File: src/rtl/mbde_pkg.sv
// Shared types, constants and helper functions for the button debounce event unit.
// Used by mbde_sched, mbde_eval, the top level and the testbench.
`default_nettype none

package mbde_pkg;

  localparam int BUTTONS    = 8;
  localparam int BTN_W      = (BUTTONS > 1) ? $clog2(BUTTONS) : 1;
  localparam int RAW_W      = 8;
  localparam int TIME_W     = 32;
  localparam int LIMIT_W    = 4;
  localparam int NUM_W      = 4;
  localparam int DEB_W      = 16;
  localparam int IN_DATA_W  = 48;
  localparam int OUT_DATA_W = 16;

  localparam int RAW_LSB    = 0;
  localparam int NOW_LSB    = RAW_LSB + RAW_W;
  localparam int LIMIT_LSB  = NOW_LSB + TIME_W;

  localparam logic [LIMIT_W-1:0] EVENT_CAP  = LIMIT_W'(8);
  localparam logic [DEB_W-1:0]   DEB_RESET  = DEB_W'(20);
  localparam logic [BTN_W-1:0]   FIRST_BTN  = '0;
  localparam logic [BTN_W-1:0]   LAST_BTN   = BTN_W'(BUTTONS - 1);

  typedef struct packed {
    logic [RAW_W-1:0]   raw;
    logic [TIME_W-1:0]  now;
    logic [LIMIT_W-1:0] limit;
    logic               seed;
  } snap_t;

  typedef struct packed {
    logic              valid;
    logic [BTN_W-1:0]  btn;
    snap_t             snap;
  } stage_t;

  typedef struct packed {
    logic [NUM_W-1:0] num;
    logic             pressed;
    logic [RAW_W-1:0] levels;
  } event_t;

  function automatic logic raw_bit(logic [RAW_W-1:0] raw, logic [BTN_W-1:0] b);
    logic [31:0] bi;
    bi = 32'(b);
    return (bi < RAW_W) ? raw[bi[2:0]] : 1'b0;
  endfunction

  function automatic logic [RAW_W-1:0] stable_view(logic [BUTTONS-1:0] s);
    logic [RAW_W-1:0] v;
    v = '0;
    for (int i = 0; i < RAW_W; i++) begin
      if (i < BUTTONS) begin
        v[i] = s[i];
      end
    end
    return v;
  endfunction

  function automatic logic [NUM_W-1:0] button_num(logic [BTN_W-1:0] b);
    logic [31:0] n;
    n = 32'(b) + 32'd1;
    return n[NUM_W-1:0];
  endfunction

  function automatic logic [LIMIT_W-1:0] sat_limit(logic [LIMIT_W-1:0] l);
    return (l > EVENT_CAP) ? EVENT_CAP : l;
  endfunction

endpackage

`default_nettype wire

File: src/rtl/mbde_ram.sv
// Generic single-write, single-read synchronous RAM with a registered read port.
// Has no dependencies.
`default_nettype none

module mbde_ram #(
  parameter int WIDTH = 32,
  parameter int DEPTH = 8
) (
  input  logic                                   clk,
  input  logic                                   we,
  input  logic [((DEPTH > 1) ? $clog2(DEPTH) : 1)-1:0] waddr,
  input  logic [WIDTH-1:0]                       wdata,
  input  logic [((DEPTH > 1) ? $clog2(DEPTH) : 1)-1:0] raddr,
  output logic [WIDTH-1:0]                       rdata
);

  logic [WIDTH-1:0] mem [DEPTH];
  logic [WIDTH-1:0] rdata_r;

  always_ff @(posedge clk) begin
    if (we) begin
      mem[waddr] <= wdata;
    end
    rdata_r <= mem[raddr];
  end

  assign rdata = rdata_r;

endmodule

`default_nettype wire

File: src/rtl/mbde_sched.sv
// Input buffer and scan stage: holds one waiting snapshot and steps through the buttons.
// Depends on mbde_pkg.
`default_nettype none

module mbde_sched (
  input  logic                             clk,
  input  logic                             rst_n,
  input  logic                             in_tvalid,
  output logic                             in_tready,
  input  logic [mbde_pkg::IN_DATA_W-1:0]   in_tdata,
  input  logic                             adv,
  output mbde_pkg::stage_t                 a_stage
);
  import mbde_pkg::*;

  logic               buf_valid_r, buf_valid_nxt;
  snap_t              buf_r, buf_nxt;
  logic               seeded_r, seeded_nxt;
  logic               a_valid_r, a_valid_nxt;
  logic [BTN_W-1:0]   a_btn_r, a_btn_nxt;
  snap_t              a_snap_r, a_snap_nxt;
  logic               accept;
  logic               take;
  logic               a_done;

  assign in_tready = !buf_valid_r;
  assign accept    = in_tvalid && in_tready;
  assign a_done    = !a_valid_r || (a_btn_r == LAST_BTN);
  assign take      = adv && a_done && buf_valid_r;

  always_comb begin
    buf_valid_nxt = (buf_valid_r && !take) || accept;
    buf_nxt       = buf_r;
    if (accept) begin
      buf_nxt.raw   = in_tdata[RAW_LSB +: RAW_W];
      buf_nxt.now   = in_tdata[NOW_LSB +: TIME_W];
      buf_nxt.limit = in_tdata[LIMIT_LSB +: LIMIT_W];
      buf_nxt.seed  = 1'b0;
    end

    a_valid_nxt = a_valid_r;
    a_btn_nxt   = a_btn_r;
    a_snap_nxt  = a_snap_r;
    seeded_nxt  = seeded_r || take;
    if (adv) begin
      if (!a_done) begin
        a_btn_nxt = a_btn_r + BTN_W'(1);
      end else begin
        a_valid_nxt     = buf_valid_r;
        a_btn_nxt       = FIRST_BTN;
        a_snap_nxt      = buf_r;
        a_snap_nxt.seed = !seeded_r;
      end
    end
  end

  always_ff @(posedge clk) begin
    if (!rst_n) begin
      buf_valid_r <= 1'b0;
      seeded_r    <= 1'b0;
      a_valid_r   <= 1'b0;
      a_btn_r     <= FIRST_BTN;
    end else begin
      buf_valid_r <= buf_valid_nxt;
      seeded_r    <= seeded_nxt;
      a_valid_r   <= a_valid_nxt;
      a_btn_r     <= a_btn_nxt;
    end
    buf_r    <= buf_nxt;
    a_snap_r <= a_snap_nxt;
  end

  assign a_stage.valid = a_valid_r;
  assign a_stage.btn   = a_btn_r;
  assign a_stage.snap  = a_snap_r;

endmodule

`default_nettype wire

File: src/rtl/mbde_eval.sv
// Evaluate stage: read-modify-write of the change times, level flops and event output.
// Depends on mbde_pkg; drives the change-time RAM instanced at the top level.
`default_nettype none

module mbde_eval (
  input  logic                             clk,
  input  logic                             rst_n,
  input  mbde_pkg::stage_t                 a_stage,
  input  logic [mbde_pkg::DEB_W-1:0]       deb,
  output logic                             adv,
  output logic [mbde_pkg::BTN_W-1:0]       ram_raddr,
  input  logic [mbde_pkg::TIME_W-1:0]      ram_rdata,
  output logic                             ram_we,
  output logic [mbde_pkg::BTN_W-1:0]       ram_waddr,
  output logic [mbde_pkg::TIME_W-1:0]      ram_wdata,
  output logic                             out_tvalid,
  input  logic                             out_tready,
  output logic [mbde_pkg::OUT_DATA_W-1:0]  out_tdata,
  output logic                             out_tlast
);
  import mbde_pkg::*;

  logic                b_valid_r;
  logic [BTN_W-1:0]    b_btn_r;
  snap_t               b_snap_r;
  logic [BUTTONS-1:0]  stable_r, stable_nxt;
  logic [BUTTONS-1:0]  last_raw_r, last_raw_nxt;
  logic [LIMIT_W-1:0]  cnt_r, cnt_nxt, cnt_base;
  logic                fwd_valid_r;
  logic [TIME_W-1:0]   fwd_data_r;
  logic                hold_valid_r, hold_valid_nxt;
  logic                hold_ready_r, hold_ready_nxt;
  event_t              hold_r, hold_nxt;
  logic                out_valid_r, out_valid_nxt;
  event_t              out_r, out_nxt;
  logic                out_last_r, out_last_nxt;
  logic                out_free;
  logic                active;
  logic                r;
  logic                changed;
  logic [TIME_W-1:0]   time_rd;
  logic [TIME_W-1:0]   t_new;
  logic [TIME_W-1:0]   elapsed;
  logic                qual;
  logic                ev;
  logic                final_btn;
  event_t              ev_new;

  assign out_free  = !out_valid_r || out_tready;
  assign adv       = out_free && !hold_ready_r;
  assign active    = adv && b_valid_r;
  assign ram_raddr = adv ? a_stage.btn : b_btn_r;

  assign r         = raw_bit(b_snap_r.raw, b_btn_r);
  assign time_rd   = fwd_valid_r ? fwd_data_r : ram_rdata;
  assign changed   = (r != last_raw_r[b_btn_r]);
  assign t_new     = (changed || b_snap_r.seed) ? b_snap_r.now : time_rd;
  assign elapsed   = b_snap_r.now - t_new;
  assign cnt_base  = (b_btn_r == FIRST_BTN) ? '0 : cnt_r;
  assign qual      = !b_snap_r.seed && (r != stable_r[b_btn_r]) &&
                     (elapsed >= TIME_W'(deb)) && (cnt_base < sat_limit(b_snap_r.limit));
  assign ev        = active && qual;
  assign final_btn = (b_btn_r == LAST_BTN);

  assign ram_we    = active;
  assign ram_waddr = b_btn_r;
  assign ram_wdata = t_new;

  always_comb begin
    stable_nxt   = stable_r;
    last_raw_nxt = last_raw_r;
    cnt_nxt      = cnt_r;
    if (active) begin
      last_raw_nxt[b_btn_r] = r;
      cnt_nxt = cnt_base + LIMIT_W'(ev);
      if (ev || b_snap_r.seed) begin
        stable_nxt[b_btn_r] = r;
      end
    end
    ev_new.num     = button_num(b_btn_r);
    ev_new.pressed = r;
    ev_new.levels  = stable_view(stable_nxt);
  end

  always_comb begin
    hold_valid_nxt = hold_valid_r;
    hold_ready_nxt = hold_ready_r;
    hold_nxt       = hold_r;
    out_nxt        = out_r;
    out_last_nxt   = out_last_r;
    out_valid_nxt  = out_tready ? 1'b0 : out_valid_r;
    priority if (hold_ready_r) begin
      if (out_free) begin
        out_nxt        = hold_r;
        out_last_nxt   = 1'b1;
        out_valid_nxt  = 1'b1;
        hold_valid_nxt = 1'b0;
        hold_ready_nxt = 1'b0;
      end
    end else if (active) begin
      priority if (ev && hold_valid_r) begin
        out_nxt        = hold_r;
        out_last_nxt   = 1'b0;
        out_valid_nxt  = 1'b1;
        hold_nxt       = ev_new;
        hold_ready_nxt = final_btn;
      end else if (ev) begin
        if (final_btn) begin
          out_nxt       = ev_new;
          out_last_nxt  = 1'b1;
          out_valid_nxt = 1'b1;
        end else begin
          hold_nxt       = ev_new;
          hold_valid_nxt = 1'b1;
        end
      end else if (hold_valid_r && final_btn) begin
        out_nxt        = hold_r;
        out_last_nxt   = 1'b1;
        out_valid_nxt  = 1'b1;
        hold_valid_nxt = 1'b0;
      end else begin
        hold_valid_nxt = hold_valid_r;
      end
    end else begin
      hold_valid_nxt = hold_valid_r;
    end
  end

  always_ff @(posedge clk) begin
    if (!rst_n) begin
      b_valid_r    <= 1'b0;
      stable_r     <= '0;
      last_raw_r   <= '0;
      cnt_r        <= '0;
      fwd_valid_r  <= 1'b0;
      hold_valid_r <= 1'b0;
      hold_ready_r <= 1'b0;
      out_valid_r  <= 1'b0;
    end else begin
      if (adv) begin
        b_valid_r <= a_stage.valid;
      end
      stable_r     <= stable_nxt;
      last_raw_r   <= last_raw_nxt;
      cnt_r        <= cnt_nxt;
      fwd_valid_r  <= ram_we && (ram_raddr == ram_waddr);
      hold_valid_r <= hold_valid_nxt;
      hold_ready_r <= hold_ready_nxt;
      out_valid_r  <= out_valid_nxt;
    end
    if (adv) begin
      b_btn_r  <= a_stage.btn;
      b_snap_r <= a_stage.snap;
    end
    fwd_data_r <= t_new;
    hold_r     <= hold_nxt;
    out_r      <= out_nxt;
    out_last_r <= out_last_nxt;
  end

  assign out_tvalid = out_valid_r;
  assign out_tlast  = out_last_r;
  assign out_tdata  = {(OUT_DATA_W - NUM_W - 1 - RAW_W)'(0), out_r.levels, out_r.pressed,
                       out_r.num};

endmodule

`default_nettype wire

File: src/rtl/multi_button_debounce_events_unit.sv
// Top level of the snapshot-driven button debounce event unit.
// Depends on mbde_pkg, mbde_ram, mbde_sched and mbde_eval.
//
// Usage:
// The in_ channel carries one snapshot per transaction: raw button levels,
// a millisecond timestamp and an event limit. The out_ channel carries one
// edge event per transaction; out_tlast marks the final event of a snapshot.
// A snapshot that flips no button produces no transaction at all.
// cfg_wr_en writes the debounce time; it may only change while the unit is idle.
// Each snapshot is scanned one button per cycle while the output does not stall,
// through a read-modify-write of the change-time RAM; the scan also pauses when
// the final button and the previous event both end up waiting for the output
// register. A new snapshot is accepted while the previous one is still scanning.
// With an idle pipeline an event is held until the next flipping button of its
// snapshot is evaluated, and the last event of a snapshot until its final button
// is evaluated. After reset the debounce time is 20 ms and the first snapshot
// only seeds the state. When the receiver stalls, the scan and the RAM accesses
// freeze and the input side fills its one-entry buffer, then drops in_tready.
`default_nettype none

module multi_button_debounce_events_unit (
  input  logic                             clk,
  input  logic                             rst_n,
  input  logic                             in_tvalid,
  output logic                             in_tready,
  // raw_levels [7:0], now_ms [39:8], event_limit [43:40], zero fill above
  input  logic [mbde_pkg::IN_DATA_W-1:0]   in_tdata,
  output logic                             out_tvalid,
  input  logic                             out_tready,
  // button_number [3:0], now_pressed [4], stable_levels [12:5], zero fill above
  output logic [mbde_pkg::OUT_DATA_W-1:0]  out_tdata,
  output logic                             out_tlast,
  input  logic                             cfg_wr_en,
  input  logic [mbde_pkg::DEB_W-1:0]       cfg_wr_data
);
  import mbde_pkg::*;

  logic [DEB_W-1:0]   deb_r;
  stage_t             a_stage;
  logic               adv;
  logic [BTN_W-1:0]   ram_raddr;
  logic [TIME_W-1:0]  ram_rdata;
  logic               ram_we;
  logic [BTN_W-1:0]   ram_waddr;
  logic [TIME_W-1:0]  ram_wdata;

  always_ff @(posedge clk) begin
    if (!rst_n) begin
      deb_r <= DEB_RESET;
    end else if (cfg_wr_en) begin
      deb_r <= cfg_wr_data;
    end
  end

  mbde_sched u_sched (
    .clk       (clk),
    .rst_n     (rst_n),
    .in_tvalid (in_tvalid),
    .in_tready (in_tready),
    .in_tdata  (in_tdata),
    .adv       (adv),
    .a_stage   (a_stage)
  );

  mbde_ram #(
    .WIDTH (TIME_W),
    .DEPTH (BUTTONS)
  ) u_time_ram (
    .clk   (clk),
    .we    (ram_we),
    .waddr (ram_waddr),
    .wdata (ram_wdata),
    .raddr (ram_raddr),
    .rdata (ram_rdata)
  );

  mbde_eval u_eval (
    .clk        (clk),
    .rst_n      (rst_n),
    .a_stage    (a_stage),
    .deb        (deb_r),
    .adv        (adv),
    .ram_raddr  (ram_raddr),
    .ram_rdata  (ram_rdata),
    .ram_we     (ram_we),
    .ram_waddr  (ram_waddr),
    .ram_wdata  (ram_wdata),
    .out_tvalid (out_tvalid),
    .out_tready (out_tready),
    .out_tdata  (out_tdata),
    .out_tlast  (out_tlast)
  );

  a_stall_freezes_scan: assert property (@(posedge clk) disable iff (!rst_n)
    (out_tvalid && !out_tready) |-> !adv)
    else $error("Scan advanced while the output transaction was stalled.");

  a_scan_steps_by_one: assert property (@(posedge clk) disable iff (!rst_n)
    (adv && a_stage.valid && (a_stage.btn != LAST_BTN)) |=>
    (a_stage.valid && (a_stage.btn == $past(a_stage.btn) + BTN_W'(1))))
    else $error("Button scan skipped or lost its snapshot.");

  a_stalled_scan_holds: assert property (@(posedge clk) disable iff (!rst_n)
    (!adv && a_stage.valid) |=> (a_stage.valid && $stable(a_stage.btn)))
    else $error("Button scan moved while the pipeline was frozen.");

endmodule

`default_nettype wire

File: config.mk
export PLATFORM = sky130hd
export DESIGN_NAME = multi_button_debounce_events_unit
export DESIGN_NICKNAME = d
export VERILOG_FILES = /design/src/rtl/mbde_pkg.sv /design/src/rtl/mbde_ram.sv /design/src/rtl/mbde_sched.sv /design/src/rtl/mbde_eval.sv /design/src/rtl/multi_button_debounce_events_unit.sv
export SDC_FILE = /design/constraint.sdc
export NUM_CORES = 1
export LEC_CHECK = 0
export BUFFER_PORTS_ARGS = -buffer_cell sky130_fd_sc_hd__buf_2
export CAP_MARGIN = 10
export CORE_MARGIN = 4
export CORE_UTILIZATION = 45
export CTS_CLUSTER_SIZE = 25
export DETAILED_ROUTE_END_ITERATION = 16
export GPL_TIMING_DRIVEN = 0
export PLACE_DENSITY_LB_ADDON = 0.15
export RECOVER_POWER = 25
export SLEW_MARGIN = 20
export SYNTH_ARGS = -nofsm -noshare
export SYNTH_HDL_FRONTEND = slang
export SYNTH_SLANG_ARGS = --single-unit
File: constraint.sdc
create_clock -name clk -period 9 [get_ports clk]
set_input_delay 1.8 -clock clk [delete_from_list [all_inputs] [get_ports clk]]
set_output_delay 1.8 -clock clk [all_outputs]
set_load 0.03 [all_outputs]
==> flow_summary.toml, run 1 <==
[worst_setup_path]
cp.arrival_ns = 9.03
worst_path_most_repeated_cell = "ha_1"
reg2reg_depth = 41
critPathCaptureType = "register"
rrSetupSlack_ns = 0.50
r2r_end = "u_eval.cnt_r[2]"
critPathMaxStageDelay_ns = 0.45
path_class = "reg2reg"
cp-start-kind = "register"
crit_path_start = "u_eval.ram_waddr[0]"
slowest_stage = "or3_4"
timing.rr.start = "u_eval.ram_waddr[0]"
required_ns = 9.54
cp-endpoint = "u_eval.cnt_r[2]"
cp_max_fo = 10

[floorplan]
core_um2 = 50400
die_w_um = 234
io_pins = 88
rows = 82
start_util_pct = 45.8
die-area_um2 = 54900
die_height_um = 234

[finish]
syn_to_final_growth_pct = 14.4
drive_gt1_share_pct = 13.0
fin_cells = 2807
nets = 2205
n_antenna_cell = 0
utilization_pct = 52.3

[timing]
fin_crit_ns = 8.50
finalSetupTns_ns = 0
fin_crit_sh_pct = 94.4
final_hold_viol_count = 0
fmax_ghz = 0.118
skew_ns = 0.0148
worstMarginPinSlew_ns = 1.93
slew_headroom_pct = -29.0
rsz0062_at_grt = "no"
fin_ws_ns = 0.503
setup_viol = 0
drv_slew = 51

[clock_network]
clock_latency_ns = 0.60
ctsLongestPathBuffers = 3
cts-root-buf = "clkbuf_16"
cts_buffers = 54
path_clk_slew_ns = 0.06
cts.sinks = 531
cts_tree = "done"
htreeDepth = 2

[run]
maxCapViolCount = 2

[synthesis]
ys_seq_area_share_pct = 64.2
postSynthAreaPerCell_um2 = 11.9
synth.most_common_cell = "edfxtp_1"
synth_cells = 1938
yosysWarnings = 0
async_reset_ff_share_pct = 0
synthTopCellsByArea = "edfxtp_1 54%, dfxtp_1 9.9%, nand2_1 6.2%, nand3_1 3.9%, ha_1 2.6%"
synth_area_leader_cell = "edfxtp_1"
synth-main-ff-cell = "edfxtp_1"
synth.distinct_cells = 113
syn-cell-area_um2 = 23100
synth-edff-count = 417
synth_common_cells = "417 x edfxtp_1, 379 x nand2_1, 181 x nand3_1, 114 x dfxtp_1, 79 x o21ai_0"
ys_ff_latch = 531
netlist.area_leader.share_pct = 54.3

[placed_design]
placed_cells = 2700
port_buffers = 78
routabilityCongestion = 0.931
hpwl_um = 42200
dp_slack_ns = -1.12

[status]
status = "finished, violations left"
violations = "max-capacitance violations, max-slew violations"

[global_route]
grt_pass1_wl_um = 91300
use_met3_pct = 4.15
grt_pass1_vias = 15300
use_met1_pct = 32.2
antenna_found_initial = 0
track_usage_pct = 21.7
grt_start_max_net_pins = 37
busiest_layer = "met2"
overflow = 0
met2_usage_pct = 32.8

[hold_path]
hp-class = "reg2reg"

[drt]
first_iter_violations = 1209
wl_per_cell_um = 21.1
vias = 15300
drc = 0
via_per_inst = 5.46
dr.pass1.iters = 5
detail-route-antenna-nets = 0
wl_um = 59200

[pwr]
p_per_area_nw_per_um2 = 214
peakVddDrop_mv = 0.144
fin_total_pwr_uw = 5650
p_leak_uw = 0.00991
[placed cells by master (no fill, tap or decap), types with 11 or more instances in the layout]
cell type / synthesis / layout
edfxtp_1: 417 / 417
nand2_1: 379 / 379
nand3_1: 181 / 181
dfxtp_1: 114 / 112
clkbuf_1: 61 / 95
o21ai_0: 79 / 75
nor2_1: 75 / 74
inv_1: 70 / 63
buf_2: 1 / 62
a21oi_1: 63 / 59
clkbuf_16: 0 / 56
mux2i_1: 52 / 52
ha_1: 47 / 46
a21o_1: 33 / 33
nor2b_1: 32 / 32
xnor2_1: 20 / 20
clkbuf_8: 5 / 15
buf_4: 5 / 12
buf_1: 15 / 12
o211ai_1: 11 / 11
o21a_1: 11 / 11
[what timing repair did]
action,4_1_cts,5_1_grt
setup buffers,2,5
cloned,0,0
setup endpoints to repair,64,62
hold buffers,0,0
gates resized for setup,17,16
pin swaps,2,4
[per-layer routing]
metal,wire length (um),vias up
met5,0,-
met4,1630,0
met3,3710,95
met2,25700,445
met1,28200,7442
li1,-,7345
[cell type report]
| class | instances | area [um^2] |
|---|---|---|
| clock inverter | 16 | 111 |
| sequential | 531 | 14800 |
| inverter | 74 | 282 |
| fill | 4412 | 24000 |
| tap | 672 | 841 |
| multi-input combinational | 1234 | 7500 |
| clock buffer | 86 | 1610 |
| buffer | 99 | 589 |
| timing repair buffer | 95 | 624 |
[metrics by stage]
step | hold slack (ns) | area, um^2
global placement | 0.402 | 24300
detailed placement | 0.405 | 24500
global route | 0.420 | 26400
CTS | 0.416 | 26300
finish | 0.413 | 26400
floorplan | 0.400 | 23100
[sequential cells by signal, summed over array words and instances (netlist names), 8 cells and up]
register and count:
u_eval.fwd_data_r 32, u_time_ram.rdata 32, u_eval.hold_r 13, u_sched.a_stage 45, u_sched.buf_r 44, deb_r 16
u_eval.stable_r 8, u_eval.b_snap_r 45, u_time_ram.mem 256, u_eval.last_raw_r 8, u_eval.out_tdata 13
[report_power, final]
group / total (uW) / internal [uW] / switching [uW]
clock: 2160 / 1230 / 927
combinational: 688 / 239 / 449
sequential: 2810 / 2770 / 39.5
[worst max-delay path: cells and delay by family, from the launching register on]
kind / cells / cell delay, ns
AOI/OAI and AO/OA: 17 / 2.86
and+or+nand+nor: 10 / 2.36
adders and majority gates: 6 / 1.51
buffers and inverters: 6 / 0.87
DFF: 1 / 0.39
muxes: 1 / 0.25
xor gates and xnor gates: 1 / 0.17
[worst min path at each step]
stage | from | end | slack [ns] | depth (start not counted)
floorplan | u_sched.a_stage[0] | u_eval.b_snap_r[0] | 0.40 | 0
global placement | u_sched.a_stage[2] | u_eval.b_snap_r[2] | 0.40 | 0
detailed placement | u_sched.a_stage[17] | u_eval.b_snap_r[17] | 0.40 | 0
CTS | u_sched.a_stage[4] | u_eval.b_snap_r[4] | 0.42 | 0
global route | u_sched.buf_r[2] | u_sched.a_stage[2] | 0.42 | 0
finish | u_sched.a_stage[4] | u_eval.b_snap_r[4] | 0.41 | 0
[kinds of logic (layout without fill, tap and decap cells)]
group | Yosys count | after routing | share of synthesized area (%)
AO/OA/AOI/OAI | 327 | 327 | 10.1
XOR/XNOR | 31 | 31 | 1.21
adder cells (fa/ha/maj) | 53 | 53 | 2.81
buffers and inverters | 175 | 370 | 3.71
flip-flops | 531 | 531 | 64.2
multiplexers | 63 | 63 | 2.92
other | 1 | 3 | 0.0163
AND/OR/NAND/NOR | 757 | 757 | 15.1
Note: power is estimated with default switching activity, not from simulation.
==> run 2: changes to the inputs <==
- ABC_AREA: unset -> 1
- SLEW_MARGIN: 20 -> unset
- clock period: 9 -> 9.95 ns (I/O delays scaled with it)
==> run 2 against run 1 <==
Against the previous run:
- the run still ends with max-capacitance violations, max-slew violations left
- global-route usage is 0.90 points lower
- cell area fell by 3.1%
- area after synthesis is 3.0% lower
- synthesized cell count up 9.9%
- largest power group unchanged
==> flow_summary.toml, run 2 <==
[timing]
worstMarginPinSlew_ns = 1.84
slew_headroom_pct = -22.8
fin_crit_sh_pct = 76.8
fmax_ghz = 0.131
fin_crit_ns = 7.64
worst_hold_slack_ns = 0.415
rsz0062_at_grt = "no"
skew_ns = 0.0112
final_hold_viol_count = 0
setup_viol = 0
drv_slew = 89

[worst_setup_path]
cp-start-kind = "register"
worst_path_most_repeated_cell = "nor2_1"
rrSetupSlack_ns = 2.31
cp.arrival_ns = 7.86
r2r_end = "u_eval.out_tdata[7]"
timing.rr.start = "u_eval.ram_waddr[0]"
cp_max_fo = 14
path_class = "reg2reg"
slowest_stage = "o21ai_0"
required_ns = 10.17
reg2reg_depth = 35
critPathCaptureType = "register"
critPathMaxStageDelay_ns = 0.89

[clock_network]
cts_tree = "done"
cts_buffers = 52
cts.sinks = 531
hold_buffers = 0
cts-root-buf = "clkbuf_16"
ctsLongestPathBuffers = 3
htreeDepth = 2
postCtsSetupBuffers = 0
post_cts_resized = 0
clock_latency_ns = 0.60
path_clk_slew_ns = 0.06

[synthesis]
synth.most_common_cell = "edfxtp_1"
ys_ff_latch = 531
synth.distinct_cells = 46
synth-main-ff-cell = "edfxtp_1"
netlist.area_leader.share_pct = 56.0
syn-cell-area_um2 = 22400
ys_seq_area_share_pct = 66.2
synth_common_cells = "417 x edfxtp_1, 401 x nand2_1, 310 x nor2_1, 203 x o21ai_0, 176 x inv_1"
postSynthAreaPerCell_um2 = 10.5
yosysWarnings = 0
async_reset_ff_share_pct = 0
synth_area_leader_cell = "edfxtp_1"
synthTopCellsByArea = "edfxtp_1 56%, dfxtp_1 10%, nand2_1 6.7%, nor2_1 5.2%, o21ai_0 4.5%"
synth_cells = 2130
synth-edff-count = 417

[floorplan]
die-area_um2 = 53300
start_util_pct = 45.6
rows = 81
io_pins = 88
die_w_um = 231
die_height_um = 231
core_um2 = 49100

[drt]
vias = 15400
detail-route-antenna-nets = 0
drc = 0
via_per_inst = 5.14
dr.pass1.iters = 5
first_iter_violations = 1470
wl_um = 55500
wl_per_cell_um = 18.5

[finish]
final_cell_mix = "417 x edfxtp_1, 401 x nand2_1, 307 x nor2_1"
syn_to_final_growth_pct = 14.2
top_register = "u_time_ram.mem"
drive_gt1_share_pct = 11.4
largest_reg_flops = 256
utilization_pct = 52.1
layout_commonest_cell = "edfxtp_1"
nets = 2403
n_antenna_cell = 0

[global_route]
track_usage_pct = 20.8
antenna_found_initial = 0
grt_start_max_net_pins = 37
grt_pass1_wl_um = 86500
overflow = 0
grt_pass1_vias = 15100

[hold_path]
min_to = "u_sched.a_stage[7]"
holdCritStartpoint = "u_sched.buf_r[7]"
hp-class = "reg2reg"
min_delay_path_depth = 0

[run]
maxCapViolCount = 3

[pwr]
p_per_area_nw_per_um2 = 198
peakVddDrop_mv = 0.162
p_leak_uw = 0.0101

[status]
status = "finished, violations left"
violations = "max-capacitance violations, max-slew violations"

[placed_design]
port_buffers = 80
hpwl_um = 40300
routabilityCongestion = 0.950
## run 2: cell count changes in the layout (fill, tap and decap cells not counted), sizes merged, moves of 32 or more
cell   delta
nor2b    -32
inv     +124
o21ai   +127
nor2    +235
nand2    +34
mux2i    -55
nand3   -113
## run 2: how the worst max path moves through the flow
stage          slack (ns)                start                  end  depth (start not counted)
6_report             2.31  u_eval.ram_waddr[0]  u_eval.out_tdata[7]                         35
5_1_grt              1.56  u_eval.ram_waddr[0]  u_eval.out_tdata[7]                         35
4_1_cts              2.75  u_eval.ram_waddr[2]  u_eval.out_tdata[9]                         34
3_5_place_dp         2.81  u_eval.ram_waddr[2]  u_eval.out_tdata[8]                         34
3_3_place_gp        -3.34           out_tready  u_eval.out_tdata[5]                          9
2_1_floorplan        1.28           out_tready  u_eval.out_tdata[5]                          8
## run 2: area by class of cell
cell class,count,area [um^2]
multi-input cells,1320,6500
clock inverters,25,193
well taps,664,831
repair buffers,101,628
inverters,198,747
plain buffers,83,372
flip-flops and latches,531,14800
clock buffers,72,1480
fillers,4434,23500
## run 2: kinds of logic (layout without fill, tap and decap cells)
logic type / count (synthesis) / in the layout / share of synthesized area, %
xor+xnor: 14 / 14 / 0.548
compound gates: 389 / 389 / 9.42
flops: 531 / 531 / 66.2
fa+ha+maj: 47 / 47 / 2.63
other cells: 1 / 3 / 0.0168
simple gates: 867 / 867 / 16.2
buf+inv: 281 / 479 / 5.02
## run 2: routing by layer
layer  global-route usage [%]  up-vias  share of wire, %
li1                         -     7597                 -
met1                     29.7     7271                46
met2                     33.9      442                46
met3                     2.86       87               5.7
met4                     5.26        0               2.2
met5                        0        -                 0
## run 2: through the flow
stage | setup WS (ns) | std cells | setup TNS, ns | total power, uW | instance area [um^2]
detailed placement | 2.81 | 2895 | 0 | 3190 | 23900
CTS | 2.75 | 2992 | 0 | 5110 | 25600
global route | 1.56 | 2994 | 0 | 5290 | 25600
finish | 2.31 | 2994 | 0 | 5060 | 25600
global placement | -3.34 | 2876 | -229.83 | 3180 | 23600
floorplan | 1.28 | 2132 | 0 | 2980 | 22400
## run 2: worst max-delay path, delay by kind of cell, from the launching register on
kind,cells,cell delay (ns)
flip-flops,1,0.34
adder cells (fa/ha/maj),2,0.70
buffers and inverters,8,1.84
AND/OR/NAND/NOR,20,2.32
AO/OA/AOI/OAI,4,1.84
XOR/XNOR,1,0.22
## run 2: power breakdown
part	switching [uW]	total (uW)	internal, uW
clock network	838	1910	1070
logic	420	604	184
registers	36.0	2540	2510
total	1290	5060	3770
